## src/hw/rtl/stvc_pkg.sv

```systemverilog
`default_nettype none
// ----------------------------------------------------------------------------
// Steiner tree check package
// Shared sizes, codes and the command and status types between the
// controller and the datapath.
// ----------------------------------------------------------------------------
package stvc_pkg;

    localparam int MaxPins    = 16;
    localparam int MaxEdges   = 32;
    localparam int MaxVerts   = 64;
    localparam int CoordBits  = 8;

    localparam int PinAw   = $clog2(MaxPins);
    localparam int PinCw   = $clog2(MaxPins + 1);
    localparam int EdgeAw  = $clog2(MaxEdges);
    localparam int EdgeCw  = $clog2(MaxEdges + 1);
    localparam int VertAw  = $clog2(MaxVerts);
    localparam int VertCw  = $clog2(MaxVerts + 1);
    localparam int DegW    = $clog2(2 * MaxEdges + 1);
    localparam int PointW  = 2 * CoordBits;
    localparam int KeyW    = 2 * PointW;
    localparam int VentW   = PointW + DegW;
    localparam int StackAw = $clog2(MaxEdges + 1);
    localparam int StackCw = $clog2(MaxEdges + 2);
    localparam int IdxW    = VertCw;

    typedef enum logic [1:0] {
        ACT_PIN  = 2'd0,
        ACT_EDGE = 2'd1,
        ACT_EVAL = 2'd2,
        ACT_NONE = 2'd3
    } t_action;

    typedef enum logic [2:0] {
        RSN_OK        = 3'd0,
        RSN_DUPLICATE = 3'd1,
        RSN_DEGREE    = 3'd2,
        RSN_COUNT     = 3'd3,
        RSN_CYCLE     = 3'd4,
        RSN_UNREACHED = 3'd5,
        RSN_OVERFLOW  = 3'd6
    } t_reason;

    typedef enum logic [3:0] {
        OP_NOP,
        OP_PIN,
        OP_EDGE_START,
        OP_INS,
        OP_EVAL_START,
        OP_DUP,
        OP_COPY,
        OP_EP_SET,
        OP_EP_RD,
        OP_EP_CHK,
        OP_DEG_RD,
        OP_DEG_CHK,
        OP_WALK,
        OP_POP,
        OP_EMIT
    } t_op;

    typedef struct packed {
        t_op op;
    } t_cmd;

    typedef struct packed {
        logic fail;
        logic pass;
        logic scan_end;
        logic hit;
        logic pop;
        logic full;
    } t_status;

endpackage
`default_nettype wire

```

## src/hw/rtl/steiner_tree_validity_check_top.sv

```systemverilog
`default_nettype none
// ----------------------------------------------------------------------------
// Steiner tree validity check
// Loads pins and edges, then checks on request that the edges form a tree.
// ----------------------------------------------------------------------------
// Usage: raise start with an action while busy is low; the beat is taken at
// that edge. Action 0 loads a pin and finishes in the same cycle. Action 1
// inserts an edge into the sorted edge store, one shift per cycle. Action 2
// evaluates: a duplicate scan over the edges, a copy of the pins into the
// vertex table, a search of that table for every edge endpoint (each entry
// visited is first read and then compared, as the vertex memory has a single
// read port), a degree scan, and a depth-first walk that rescans the edge
// list for each step. Evaluate then drives o_valid for exactly one cycle
// with o_tree_ok and o_fail_reason; the stores are then empty. Action 3 does
// nothing. The receiver cannot stall: the result beat is shown once and must
// be taken. A synchronous active-low reset empties all stores, clears the
// overflow flag and returns the block to idle; no clearing pass is needed.
// ----------------------------------------------------------------------------
module steiner_tree_validity_check_top (
    input  wire logic        i_clk,
    input  wire logic        i_rst_n,
    input  wire logic        start,
    input  wire logic [1:0]  i_action,
    input  wire logic [7:0]  i_first_x,
    input  wire logic [7:0]  i_first_y,
    input  wire logic [7:0]  i_second_x,
    input  wire logic [7:0]  i_second_y,
    output logic             busy,
    output logic             o_valid,
    output logic             o_tree_ok,
    output logic [2:0]       o_fail_reason
);

    // Command from the controller and status back from the datapath.
    stvc_pkg::t_cmd    cmd;
    stvc_pkg::t_status status;

    stvc_ctrl u_ctrl (
        .i_clk    (i_clk),
        .i_rst_n  (i_rst_n),
        .start    (start),
        .i_action (i_action),
        .i_status (status),
        .o_cmd    (cmd),
        .busy     (busy)
    );

    stvc_dpath u_dpath (
        .i_clk         (i_clk),
        .i_rst_n       (i_rst_n),
        .i_cmd         (cmd),
        .i_first_x     (i_first_x),
        .i_first_y     (i_first_y),
        .i_second_x    (i_second_x),
        .i_second_y    (i_second_y),
        .o_status      (status),
        .o_valid       (o_valid),
        .o_tree_ok     (o_tree_ok),
        .o_fail_reason (o_fail_reason)
    );

endmodule
`default_nettype wire

```

## src/hw/rtl/stvc_ctrl.sv

```systemverilog
`default_nettype none
// ----------------------------------------------------------------------------
// Steiner tree check controller
// One-hot state machine that sequences the load and evaluate phases.
// ----------------------------------------------------------------------------
module stvc_ctrl (
    input  wire logic             i_clk,
    input  wire logic             i_rst_n,
    input  wire logic             start,
    input  wire logic [1:0]       i_action,
    input  stvc_pkg::t_status     i_status,
    output stvc_pkg::t_cmd        o_cmd,
    output logic                  busy
);

    typedef enum logic [11:0] {
        S_IDLE    = 12'b0000_0000_0001,
        S_INS     = 12'b0000_0000_0010,
        S_DUP     = 12'b0000_0000_0100,
        S_COPY    = 12'b0000_0000_1000,
        S_EP_SET  = 12'b0000_0001_0000,
        S_EP_RD   = 12'b0000_0010_0000,
        S_EP_CHK  = 12'b0000_0100_0000,
        S_DEG_RD  = 12'b0000_1000_0000,
        S_DEG_CHK = 12'b0001_0000_0000,
        S_WALK    = 12'b0010_0000_0000,
        S_POP     = 12'b0100_0000_0000,
        S_DONE    = 12'b1000_0000_0000
    } t_state;

    t_state r_state, n_state;
    stvc_pkg::t_op op;

    assign busy     = (r_state != S_IDLE);
    assign o_cmd.op = op;

    always_comb begin
        n_state = r_state;
        op      = stvc_pkg::OP_NOP;
        case (r_state)
            S_IDLE: begin
                if (start) begin
                    case (stvc_pkg::t_action'(i_action))
                        stvc_pkg::ACT_PIN: begin
                            op = stvc_pkg::OP_PIN;
                        end
                        stvc_pkg::ACT_EDGE: begin
                            op = stvc_pkg::OP_EDGE_START;
                            if (!i_status.full) n_state = S_INS;
                        end
                        stvc_pkg::ACT_EVAL: begin
                            op = stvc_pkg::OP_EVAL_START;
                            n_state = i_status.fail ? S_DONE : S_DUP;
                        end
                        default: begin
                            op = stvc_pkg::OP_NOP;
                        end
                    endcase
                end
            end
            S_INS: begin
                op = stvc_pkg::OP_INS;
                if (i_status.scan_end) n_state = S_IDLE;
            end
            S_DUP: begin
                op = stvc_pkg::OP_DUP;
                if (i_status.fail) n_state = S_DONE;
                else if (i_status.scan_end) n_state = S_COPY;
            end
            S_COPY: begin
                op = stvc_pkg::OP_COPY;
                if (i_status.scan_end) n_state = S_EP_SET;
            end
            S_EP_SET: begin
                op = stvc_pkg::OP_EP_SET;
                n_state = i_status.scan_end ? S_DEG_RD : S_EP_RD;
            end
            S_EP_RD: begin
                op = stvc_pkg::OP_EP_RD;
                if (i_status.fail) n_state = S_DONE;
                else if (i_status.hit) n_state = S_EP_SET;
                else n_state = S_EP_CHK;
            end
            S_EP_CHK: begin
                op = stvc_pkg::OP_EP_CHK;
                n_state = i_status.hit ? S_EP_SET : S_EP_RD;
            end
            S_DEG_RD: begin
                op = stvc_pkg::OP_DEG_RD;
                if (i_status.fail) n_state = S_DONE;
                else if (i_status.scan_end) n_state = S_WALK;
                else n_state = S_DEG_CHK;
            end
            S_DEG_CHK: begin
                op = stvc_pkg::OP_DEG_CHK;
                n_state = i_status.fail ? S_DONE : S_DEG_RD;
            end
            S_WALK: begin
                op = stvc_pkg::OP_WALK;
                if (i_status.fail || i_status.pass) n_state = S_DONE;
                else if (i_status.pop) n_state = S_POP;
            end
            S_POP: begin
                op = stvc_pkg::OP_POP;
                n_state = S_WALK;
            end
            S_DONE: begin
                op = stvc_pkg::OP_EMIT;
                n_state = S_IDLE;
            end
            default: begin
                n_state = S_IDLE;
            end
        endcase
    end

    always_ff @(posedge i_clk) begin
        if (!i_rst_n) begin
            r_state <= S_IDLE;
        end else begin
            r_state <= n_state;
        end
    end

endmodule
`default_nettype wire

```

## src/hw/rtl/stvc_dpath.sv

```systemverilog
`default_nettype none
// ----------------------------------------------------------------------------
// Steiner tree check datapath
// Pin and edge stores, vertex table memory, walk stack and scan counters.
// ----------------------------------------------------------------------------
module stvc_dpath (
    input  wire logic                 i_clk,
    input  wire logic                 i_rst_n,
    input  stvc_pkg::t_cmd            i_cmd,
    input  wire logic [7:0]           i_first_x,
    input  wire logic [7:0]           i_first_y,
    input  wire logic [7:0]           i_second_x,
    input  wire logic [7:0]           i_second_y,
    output stvc_pkg::t_status         o_status,
    output logic                      o_valid,
    output logic                      o_tree_ok,
    output logic [2:0]                o_fail_reason
);

    localparam int PW = stvc_pkg::PointW;
    localparam int DW = stvc_pkg::DegW;

    // Stores.
    logic [PW-1:0]                  r_pin  [stvc_pkg::MaxPins];
    logic [stvc_pkg::KeyW-1:0]      r_edge [stvc_pkg::MaxEdges];
    logic [stvc_pkg::VertAw-1:0]    r_end0 [stvc_pkg::MaxEdges];
    logic [stvc_pkg::VertAw-1:0]    r_end1 [stvc_pkg::MaxEdges];
    logic [stvc_pkg::VentW-1:0]     vmem   [stvc_pkg::MaxVerts];
    logic [stvc_pkg::VertAw-1:0]    smem   [2**stvc_pkg::StackAw];

    // Control and scan registers.
    logic [stvc_pkg::PinCw-1:0]     r_pin_cnt;
    logic [stvc_pkg::EdgeCw-1:0]    r_edge_cnt;
    logic                           r_ovf;
    logic [stvc_pkg::MaxEdges-1:0]  r_used;
    logic [stvc_pkg::MaxVerts-1:0]  r_seen;
    logic [stvc_pkg::VertCw-1:0]    r_vcnt;
    logic [stvc_pkg::IdxW-1:0]      r_idx;
    logic [stvc_pkg::EdgeCw-1:0]    r_e;
    logic                           r_side;
    logic [PW-1:0]                  r_point;
    logic [stvc_pkg::KeyW-1:0]      r_key;
    logic [stvc_pkg::KeyW-1:0]      r_prev;
    logic [stvc_pkg::VertAw-1:0]    r_cur;
    logic [stvc_pkg::VertAw-1:0]    r_first;
    logic                           r_first_ok;
    logic [stvc_pkg::StackCw-1:0]   r_sp;
    logic [2:0]                     r_reason;
    logic                           r_valid;
    logic                           r_ok;
    logic [2:0]                     r_fr;
    logic [stvc_pkg::VentW-1:0]     r_vrd;
    logic [stvc_pkg::VertAw-1:0]    r_srd;

    // Combinational helpers.
    logic [PW-1:0]                  pt1, pt2;
    logic [stvc_pkg::KeyW-1:0]      key_in;
    logic [stvc_pkg::EdgeAw-1:0]    pos, pos_m1, e5;
    logic [stvc_pkg::KeyW-1:0]      es_prev, es_cur, es_e;
    logic                           ins_shift, dup_end, dup_hit, copy_end, ep_end;
    logic                           app, vfull, match, deg_end, cnt_bad, bad_deg;
    logic [DW-1:0]                  deg;
    logic                           w_end, hit0, hit1, w_hit, sp_last, pins_ok;
    logic [stvc_pkg::VertAw-1:0]    nxt, start_v;
    logic [stvc_pkg::MaxPins-1:0]   pin_mask;

    logic                           vm_we, vm_re;
    logic [stvc_pkg::VertAw-1:0]    vm_wa, vm_ra;
    logic [stvc_pkg::VentW-1:0]     vm_wd;
    logic                           sm_we, sm_re;
    logic [stvc_pkg::StackAw-1:0]   sm_wa, sm_ra;
    logic [stvc_pkg::VertAw-1:0]    sm_wd;
    logic                           end_we;
    logic [stvc_pkg::VertAw-1:0]    end_wd;

    assign pt1    = {i_first_x, i_first_y};
    assign pt2    = {i_second_x, i_second_y};
    assign key_in = {pt1, pt2};

    assign pos       = r_idx[stvc_pkg::EdgeAw-1:0];
    assign pos_m1    = pos - 1'b1;
    assign es_prev   = r_edge[pos_m1];
    assign es_cur    = r_edge[pos];
    assign ins_shift = (r_idx != '0) && (es_prev > r_key);
    assign dup_end   = r_idx >= stvc_pkg::IdxW'(r_edge_cnt);
    assign dup_hit   = !dup_end && (r_idx != '0) && (es_cur == r_prev);
    assign copy_end  = r_idx >= stvc_pkg::IdxW'(r_pin_cnt);

    assign e5     = r_e[stvc_pkg::EdgeAw-1:0];
    assign es_e   = r_edge[e5];
    assign ep_end = r_e >= r_edge_cnt;

    assign app     = r_idx >= r_vcnt;
    assign vfull   = r_vcnt >= stvc_pkg::VertCw'(stvc_pkg::MaxVerts);
    assign match   = r_vrd[stvc_pkg::VentW-1:DW] == r_point;
    assign deg     = r_vrd[DW-1:0];
    assign deg_end = r_idx >= r_vcnt;
    assign cnt_bad = (stvc_pkg::VertCw'(r_edge_cnt) + 1'b1) != r_vcnt;
    assign bad_deg = (r_idx < stvc_pkg::IdxW'(r_pin_cnt)) ? (deg == '0)
                                                          : (deg == DW'(1));
    assign start_v = r_first_ok ? r_first : '0;

    assign w_end   = r_e >= r_edge_cnt;
    assign hit0    = r_end0[e5] == r_cur;
    assign hit1    = r_end1[e5] == r_cur;
    assign w_hit   = !w_end && !r_used[e5] && (hit0 || hit1);
    assign nxt     = hit0 ? r_end1[e5] : r_end0[e5];
    assign sp_last = r_sp == stvc_pkg::StackCw'(1);

    always_comb begin
        for (int k = 0; k < stvc_pkg::MaxPins; k++) begin
            pin_mask[k] = stvc_pkg::PinCw'(k) < r_pin_cnt;
        end
    end
    assign pins_ok = &(r_seen[stvc_pkg::MaxPins-1:0] | ~pin_mask);

    // Status back to the controller.
    always_comb begin
        o_status = '0;
        case (i_cmd.op)
            stvc_pkg::OP_EDGE_START: o_status.full = r_edge_cnt >=
                                         stvc_pkg::EdgeCw'(stvc_pkg::MaxEdges);
            stvc_pkg::OP_INS:        o_status.scan_end = !ins_shift;
            stvc_pkg::OP_EVAL_START: o_status.fail = r_ovf;
            stvc_pkg::OP_DUP: begin
                o_status.scan_end = dup_end;
                o_status.fail     = dup_hit;
            end
            stvc_pkg::OP_COPY:       o_status.scan_end = copy_end;
            stvc_pkg::OP_EP_SET:     o_status.scan_end = ep_end;
            stvc_pkg::OP_EP_RD: begin
                o_status.fail = app && vfull;
                o_status.hit  = app && !vfull;
            end
            stvc_pkg::OP_EP_CHK:     o_status.hit = match;
            stvc_pkg::OP_DEG_RD: begin
                o_status.scan_end = deg_end;
                o_status.fail     = deg_end && cnt_bad;
            end
            stvc_pkg::OP_DEG_CHK:    o_status.fail = bad_deg;
            stvc_pkg::OP_WALK: begin
                o_status.fail = (w_hit && r_seen[nxt]) || (w_end && sp_last && !pins_ok);
                o_status.pass = w_end && sp_last && pins_ok;
                o_status.pop  = w_end && !sp_last;
            end
            default: o_status = '0;
        endcase
    end

    // Memory and table port controls.
    always_comb begin
        vm_we  = 1'b0;
        vm_wa  = r_idx[stvc_pkg::VertAw-1:0];
        vm_wd  = {r_point, DW'(1)};
        vm_re  = 1'b0;
        vm_ra  = r_idx[stvc_pkg::VertAw-1:0];
        sm_we  = 1'b0;
        sm_wa  = r_sp[stvc_pkg::StackAw-1:0];
        sm_wd  = nxt;
        sm_re  = 1'b0;
        sm_ra  = stvc_pkg::StackAw'(r_sp - stvc_pkg::StackCw'(2));
        end_we = 1'b0;
        end_wd = r_vcnt[stvc_pkg::VertAw-1:0];
        case (i_cmd.op)
            stvc_pkg::OP_COPY: begin
                vm_we = !copy_end;
                vm_wd = {r_pin[r_idx[stvc_pkg::PinAw-1:0]], DW'(0)};
            end
            stvc_pkg::OP_EP_RD: begin
                vm_re  = !app;
                vm_we  = app && !vfull;
                vm_wa  = r_vcnt[stvc_pkg::VertAw-1:0];
                end_we = app && !vfull;
            end
            stvc_pkg::OP_EP_CHK: begin
                vm_we  = match;
                vm_wd  = {r_point, deg + DW'(1)};
                end_we = match;
                end_wd = r_idx[stvc_pkg::VertAw-1:0];
            end
            stvc_pkg::OP_DEG_RD: begin
                vm_re = !deg_end;
                sm_we = deg_end && !cnt_bad;
                sm_wa = '0;
                sm_wd = start_v;
            end
            stvc_pkg::OP_WALK: begin
                sm_we = w_hit && (r_sp <= stvc_pkg::StackCw'(stvc_pkg::MaxEdges));
                sm_re = w_end && !sp_last;
            end
            default: begin
                vm_we = 1'b0;
            end
        endcase
    end

    always_ff @(posedge i_clk) begin
        if (vm_we) vmem[vm_wa] <= vm_wd;
        if (vm_re) r_vrd <= vmem[vm_ra];
    end

    always_ff @(posedge i_clk) begin
        if (sm_we) smem[sm_wa] <= sm_wd;
        if (sm_re) r_srd <= smem[sm_ra];
    end

    // Pin, edge and endpoint tables.
    always_ff @(posedge i_clk) begin
        if (i_cmd.op == stvc_pkg::OP_PIN &&
            r_pin_cnt < stvc_pkg::PinCw'(stvc_pkg::MaxPins)) begin
            r_pin[r_pin_cnt[stvc_pkg::PinAw-1:0]] <= pt1;
        end
        if (i_cmd.op == stvc_pkg::OP_INS) begin
            r_edge[pos] <= ins_shift ? es_prev : r_key;
        end
        if (end_we) begin
            if (r_side) r_end1[e5] <= end_wd;
            else        r_end0[e5] <= end_wd;
        end
    end

    always_ff @(posedge i_clk) begin
        if (!i_rst_n) begin
            r_pin_cnt  <= '0;
            r_edge_cnt <= '0;
            r_ovf      <= 1'b0;
            r_used     <= '0;
            r_seen     <= '0;
            r_vcnt     <= '0;
            r_idx      <= '0;
            r_e        <= '0;
            r_side     <= 1'b0;
            r_point    <= '0;
            r_key      <= '0;
            r_prev     <= '0;
            r_cur      <= '0;
            r_first    <= '0;
            r_first_ok <= 1'b0;
            r_sp       <= '0;
            r_reason   <= stvc_pkg::RSN_OK;
            r_valid    <= 1'b0;
            r_ok       <= 1'b0;
            r_fr       <= stvc_pkg::RSN_OK;
        end else begin
            r_valid <= (i_cmd.op == stvc_pkg::OP_EMIT);
            case (i_cmd.op)
                stvc_pkg::OP_PIN: begin
                    if (r_pin_cnt >= stvc_pkg::PinCw'(stvc_pkg::MaxPins)) r_ovf <= 1'b1;
                    else r_pin_cnt <= r_pin_cnt + 1'b1;
                end
                stvc_pkg::OP_EDGE_START: begin
                    if (o_status.full) begin
                        r_ovf <= 1'b1;
                    end else begin
                        r_key <= key_in;
                        r_idx <= stvc_pkg::IdxW'(r_edge_cnt);
                    end
                end
                stvc_pkg::OP_INS: begin
                    if (ins_shift) r_idx <= r_idx - 1'b1;
                    else r_edge_cnt <= r_edge_cnt + 1'b1;
                end
                stvc_pkg::OP_EVAL_START: begin
                    r_reason   <= stvc_pkg::RSN_OVERFLOW;
                    r_idx      <= '0;
                    r_vcnt     <= '0;
                    r_seen     <= '0;
                    r_used     <= '0;
                    r_first_ok <= 1'b0;
                end
                stvc_pkg::OP_DUP: begin
                    r_prev <= es_cur;
                    if (dup_hit) r_reason <= stvc_pkg::RSN_DUPLICATE;
                    r_idx <= dup_end ? '0 : r_idx + 1'b1;
                end
                stvc_pkg::OP_COPY: begin
                    if (!copy_end) begin
                        r_vcnt <= r_vcnt + 1'b1;
                        r_idx  <= r_idx + 1'b1;
                    end else begin
                        r_e    <= '0;
                        r_side <= 1'b0;
                    end
                end
                stvc_pkg::OP_EP_SET: begin
                    r_point <= r_side ? es_e[PW-1:0] : es_e[stvc_pkg::KeyW-1:PW];
                    r_idx   <= '0;
                end
                stvc_pkg::OP_EP_RD: begin
                    if (app) begin
                        if (vfull) begin
                            r_reason <= stvc_pkg::RSN_OVERFLOW;
                        end else begin
                            r_vcnt <= r_vcnt + 1'b1;
                            r_side <= !r_side;
                            if (r_side) r_e <= r_e + 1'b1;
                        end
                    end
                end
                stvc_pkg::OP_EP_CHK: begin
                    if (match) begin
                        r_side <= !r_side;
                        if (r_side) r_e <= r_e + 1'b1;
                    end else begin
                        r_idx <= r_idx + 1'b1;
                    end
                end
                stvc_pkg::OP_DEG_RD: begin
                    if (deg_end) begin
                        if (cnt_bad) begin
                            r_reason <= stvc_pkg::RSN_COUNT;
                        end else begin
                            r_cur          <= start_v;
                            r_seen[start_v] <= 1'b1;
                            r_sp           <= stvc_pkg::StackCw'(1);
                            r_e            <= '0;
                        end
                    end
                end
                stvc_pkg::OP_DEG_CHK: begin
                    if (bad_deg) r_reason <= stvc_pkg::RSN_DEGREE;
                    if (deg == DW'(1) && !r_first_ok) begin
                        r_first    <= r_idx[stvc_pkg::VertAw-1:0];
                        r_first_ok <= 1'b1;
                    end
                    r_idx <= r_idx + 1'b1;
                end
                stvc_pkg::OP_WALK: begin
                    if (w_end) begin
                        if (sp_last) begin
                            r_reason <= pins_ok ? stvc_pkg::RSN_OK : stvc_pkg::RSN_UNREACHED;
                        end else begin
                            r_sp <= r_sp - 1'b1;
                        end
                    end else if (w_hit) begin
                        r_used[e5] <= 1'b1;
                        if (r_sp <= stvc_pkg::StackCw'(stvc_pkg::MaxEdges)) r_sp <= r_sp + 1'b1;
                        if (r_seen[nxt]) r_reason <= stvc_pkg::RSN_CYCLE;
                        r_seen[nxt] <= 1'b1;
                        r_cur       <= nxt;
                        r_e         <= '0;
                    end else begin
                        r_e <= r_e + 1'b1;
                    end
                end
                stvc_pkg::OP_POP: begin
                    r_cur <= r_srd;
                    r_e   <= '0;
                end
                stvc_pkg::OP_EMIT: begin
                    r_ok       <= r_reason == stvc_pkg::RSN_OK;
                    r_fr       <= r_reason;
                    r_pin_cnt  <= '0;
                    r_edge_cnt <= '0;
                    r_ovf      <= 1'b0;
                    r_used     <= '0;
                end
                default: begin
                end
            endcase
        end
    end

    assign o_valid       = r_valid;
    assign o_tree_ok     = r_ok;
    assign o_fail_reason = r_fr;

endmodule
`default_nettype wire
```

## config.mk

```make
export PLATFORM = sky130hd
export DESIGN_NAME = steiner_tree_validity_check_top
export DESIGN_NICKNAME = d
export VERILOG_FILES = /design/src/hw/rtl/stvc_pkg.sv /design/src/hw/rtl/steiner_tree_validity_check_top.sv /design/src/hw/rtl/stvc_ctrl.sv /design/src/hw/rtl/stvc_dpath.sv
export SDC_FILE = /design/constraint.sdc
export NUM_CORES = 2
export LEC_CHECK = 0
export ABC_AREA = 0
export BUFFER_PORTS_ARGS = -buffer_cell sky130_fd_sc_hd__buf_4
export CAP_MARGIN = 15
export CORE_MARGIN = 10
export CORE_UTILIZATION = 25
export DETAILED_ROUTE_END_ITERATION = 12
export PLACE_DENSITY_LB_ADDON = 0.2
export SLEW_MARGIN = 20
export SYNTH_ARGS = -nofsm -noshare
export SYNTH_HDL_FRONTEND = slang
export SYNTH_SLANG_ARGS = --single-unit
```

## constraint.sdc

```tcl
create_clock -name i_clk -period 10.56 [get_ports i_clk]
set_input_delay 1.584 -clock i_clk [delete_from_list [all_inputs] [get_ports i_clk]]
set_output_delay 1.584 -clock i_clk [all_outputs]
set_load 0.02 [all_outputs]
```

==> metrics.csv <==
stage,metric,value,unit
placed_design,GP Congestion,0.815,
setup_path,Crit. End Element,flop,
setup_path,crit path DAT,9.12,ns
cells_and_area,Fillers,65561,
timing,final setup fails,0,
yosys,Cell variety after synth,93,
grt,vias in the first global route,93796,
floorplanning,Vert. Die Dim,838,um
timing,Final min period,8.27,ns
setup_path,CP max FO,45,
drt,remaining antenna violation count,0,
yosys,mapped cell area,167000,um2
clock_tree,number of H-tree levels,5,
drt,vias,91397,
timing,Clock Skews,0.137,ns
clock_tree,Setup Buffers After CTS,0,
clock_tree,TritonCTS Buffers,418,
placed_design,setup slack after placement,2.41,ns
clock_tree,Post-CTS Resized,0,
cells_and_area,multi-input logic area,54600,um2
yosys,Synth Register Bits,3807,
timing,Final Hold Viols,0,
yosys,Post-synth EDFFs,3549,
grt,GRT overflow,0,
yosys,Syn Inst Count,8720,
timing,max_slew headroom,16.6,%
placed_design,IO buf count,42,
floorplanning,Core Region,667000,um2
timing,Fin Hold WS,0.451,ns
clock_tree,CTS max path bufs,4,
floorplanning,Die X,838,um
drt,drt initial violations,10061,
timing,fmax,121,MHz
placed_design,post-DP HPWL,325000,um
drt,DRC viols,0,
setup_path,Worst path slowest cell,ha_4,
setup_path,CP bufs+invs,3,
floorplanning,die area,703000,um2
drt,final WL,547000,um
setup_path,CP Launch Type,flop,
power_and_ir_drop,PD cells,215,nW/um2
grt,largest net degree at the start of global routing,100,
setup_path,biggest cell delay along the critical path,0.86,ns
grt,initial antenna violation count,29,
outcome,status,completed,
floorplanning,starting density of the core,25.1,%
timing,final worst path period share,78.3,%
yosys,synth warn,0,
worst_hold_path,Worst Hold Class,reg -> reg,
power_and_ir_drop,peak supply drop,187,uV
cells_and_area,share of layout cells above drive strength 1,30.6,%
yosys,register area share after synthesis,66.8,%
cells_and_area,synthesis-to-finish area growth,16.0,%
placed_design,Placement Cell Area,180000,um2
grt,global-route wire length before repair,764000,um
drt,DR WL/cell,29.8,um
clock_tree,Worst-path clk slew,0.06,ns
timing,TNS Setup,0,ns
yosys,ys flop type,edfxtp_1,
cells_and_area,post-route design area,194000,um2
power_and_ir_drop,leakage,59.3,nW
floorplanning,I/O pin total,43,
clock_tree,Root Driver,clkbuf_16,
clock_tree,Post-CTS Hold Fix Bufs,0,
clock_tree,clk_lat worst skew,1.07,ns
clock_tree,Sink Count,3807,
placed_design,Placed Instances,17552,
floorplanning,row count,300,
setup_path,CP cell instances,inv_1 -> ha_4 -> buf_12 -> buf_4 -> mux4_2 -> mux4_2 -> mux2_2 -> ha_1 -> nand4_1 -> or2_2 -> nor2_1 -> nand4_1 -> nor4_1 -> a21o_4 -> nor2_1 -> nor3_1 -> o21ai_0 -> nand2_1 -> nor2_4 -> a31o_1,
setup_path,critical path's top delay family,simple AND/OR/NAND/NOR gates,
clock_tree,CTS tree,yes,
timing,PnR worst setup slack,2.29,ns
cells_and_area,post-layout instance count excluding filler cells,18333,
cells_and_area,Nets,9188,
drt,DR pass1 iterations,6,
drt,vias per cell,4.99,
timing,worst slew pin tran,1.25,ns
grt,Total GRT Usage,15.1,%
timing,unrepaired setup endpoints after global routing,no,
flow_run,Max-Cap Viols,0,
timing,fin. max-slew vios,0,
yosys,Avg Inst Size Synth,19.2,um2
setup_path,critical path required time,11.41,ns
cells_and_area,register area,112000,um2
yosys,asr flop ratio synth,0,%
setup_path,critical path class,reg -> reg,
final timing paths:
kind	startpoint	end	slack [ns]	cells past startpoint
max	u_dpath.r_idx[0]	u_ctrl.r_state[1]	2.29	20
min	u_dpath.r_key[20]	u_dpath.r_key[20]	0.45	2
max reg2reg	u_dpath.r_idx[0]	u_ctrl.r_state[1]	2.29	20
min reg2reg	u_dpath.r_key[20]	u_dpath.r_key[20]	0.45	2
Yosys cell counts, types with 38 or more instances:
cell type	n	area share, %
a21oi_1	253	0.76
buf_2	53	0.16
mux2i_1	247	1.5
nand2_1	398	0.89
nor3_1	79	0.24
a31oi_1	47	0.18
o21ai_0	110	0.33
mux4_2	1594	21
xnor2_1	76	0.40
dfxtp_1	258	3.1
a211oi_1	40	0.18
nand3_1	78	0.23
inv_1	74	0.17
a22oi_1	78	0.35
mux2_2	119	0.80
edfxtp_1	3549	64
clkbuf_1	375	0.84
buf_1	134	0.30
o211ai_1	38	0.17
nor2_1	441	0.99
ha_1	86	0.64
o22ai_1	70	0.26
a221oi_1	49	0.26
kinds of logic (layout without fill, tap and decap cells):
| kind of cell | after synthesis | in the layout | synth area share (%) |
|---|---|---|---|
| muxes | 1964 | 1964 | 23.8 |
| and+or+nand+nor | 1248 | 1248 | 3.38 |
| adders and majority gates | 86 | 86 | 0.643 |
| DFF | 3807 | 3807 | 66.8 |
| xor gates and xnor gates | 102 | 102 | 0.534 |
| AOI/OAI and AO/OA | 837 | 837 | 3.24 |
| buffers and inverters | 675 | 1195 | 1.66 |
| other | 1 | 185 | 0.00224 |
worst reg2reg max path: cells and delay by family (launching register included):
| kind | cells | cell delay [ns] |
|---|---|---|
| buffers and inverters | 3 | 1.32 |
| muxes | 3 | 1.27 |
| adders and majority gates | 2 | 1.18 |
| DFF | 1 | 0.66 |
| AOI/OAI and AO/OA | 3 | 1.30 |
| and+or+nand+nor | 9 | 2.42 |
layout by cell type (no fill, tap or decap), drive strengths merged, types with 29 or more instances in the layout:
master | Yosys | routed
nand2 | 398 | 398
xnor2 | 76 | 76
clkinv | 2 | 165
nor2 | 444 | 444
nor2b | 35 | 35
nand4 | 30 | 30
buf | 218 | 354
inv | 77 | 91
mux2i | 248 | 248
clkbuf | 378 | 526
nor3 | 79 | 79
nand3 | 78 | 78
mux4 | 1597 | 1597
a221oi | 49 | 49
and2 | 34 | 34
dfxtp | 258 | 258
nor4 | 33 | 33
ha | 86 | 86
a21oi | 253 | 253
edfxtp | 3549 | 3549
bufinv | 0 | 42
and3 | 29 | 29
o22ai | 70 | 70
o21ai | 113 | 113
conb | 1 | 168
a31oi | 47 | 47
a22oi | 78 | 78
mux2 | 119 | 119
o211ai | 38 | 38
a211oi | 41 | 41
sequential cells by signal, indices dropped and copies added (netlist names), 12 cells and up, named ones only:
name             cells
u_ctrl.r_state      12
u_dpath.r_edge    1024
u_dpath.r_end0     192
u_dpath.r_end1     192
u_dpath.r_key       32
u_dpath.r_pin      256
u_dpath.r_point     16
u_dpath.r_prev      32
u_dpath.r_seen      64
u_dpath.r_used      32
u_dpath.r_vrd       23
u_dpath.smem       384
u_dpath.vmem      1472
where the power goes:
| part | total, mW | internal (mW) | switching [mW] |
|---|---|---|---|
| clock | 14.6 | 8.42 | 6.13 |
| combinational | 9.34 | 3.83 | 5.52 |
| sequential | 17.8 | 17.7 | 0.165 |
| total | 41.7 | 29.9 | 11.8 |
through the flow:
stage / power (mW) / utilization (%)
finish: 41.7 / 29.1
global route: 43.4 / 29.1
CTS: 42.2 / 29.1
detailed placement: 27.5 / 27.0
global placement: 27.5 / 27.0
floorplan: 24.3 / -
per-layer routing:
metal / GRT usage (%) / share of wire (%)
met5: 0 / 0.0020
met4: 4.75 / 3.5
met3: 2.51 / 6.0
met2: 25.5 / 49
met1: 19.8 / 41
area by class of cell:
type	count	area share (%)
tap	8909	5.74
timing repair buffer	354	1.49
inverter	79	0.159
multi-input combinational	4405	28.1
clock buffer	526	5.70
antenna	17	0.0219
clock inverter	236	1.22
sequential	3807	57.6
No activity file was read; power rests on OpenSTA's default activity.
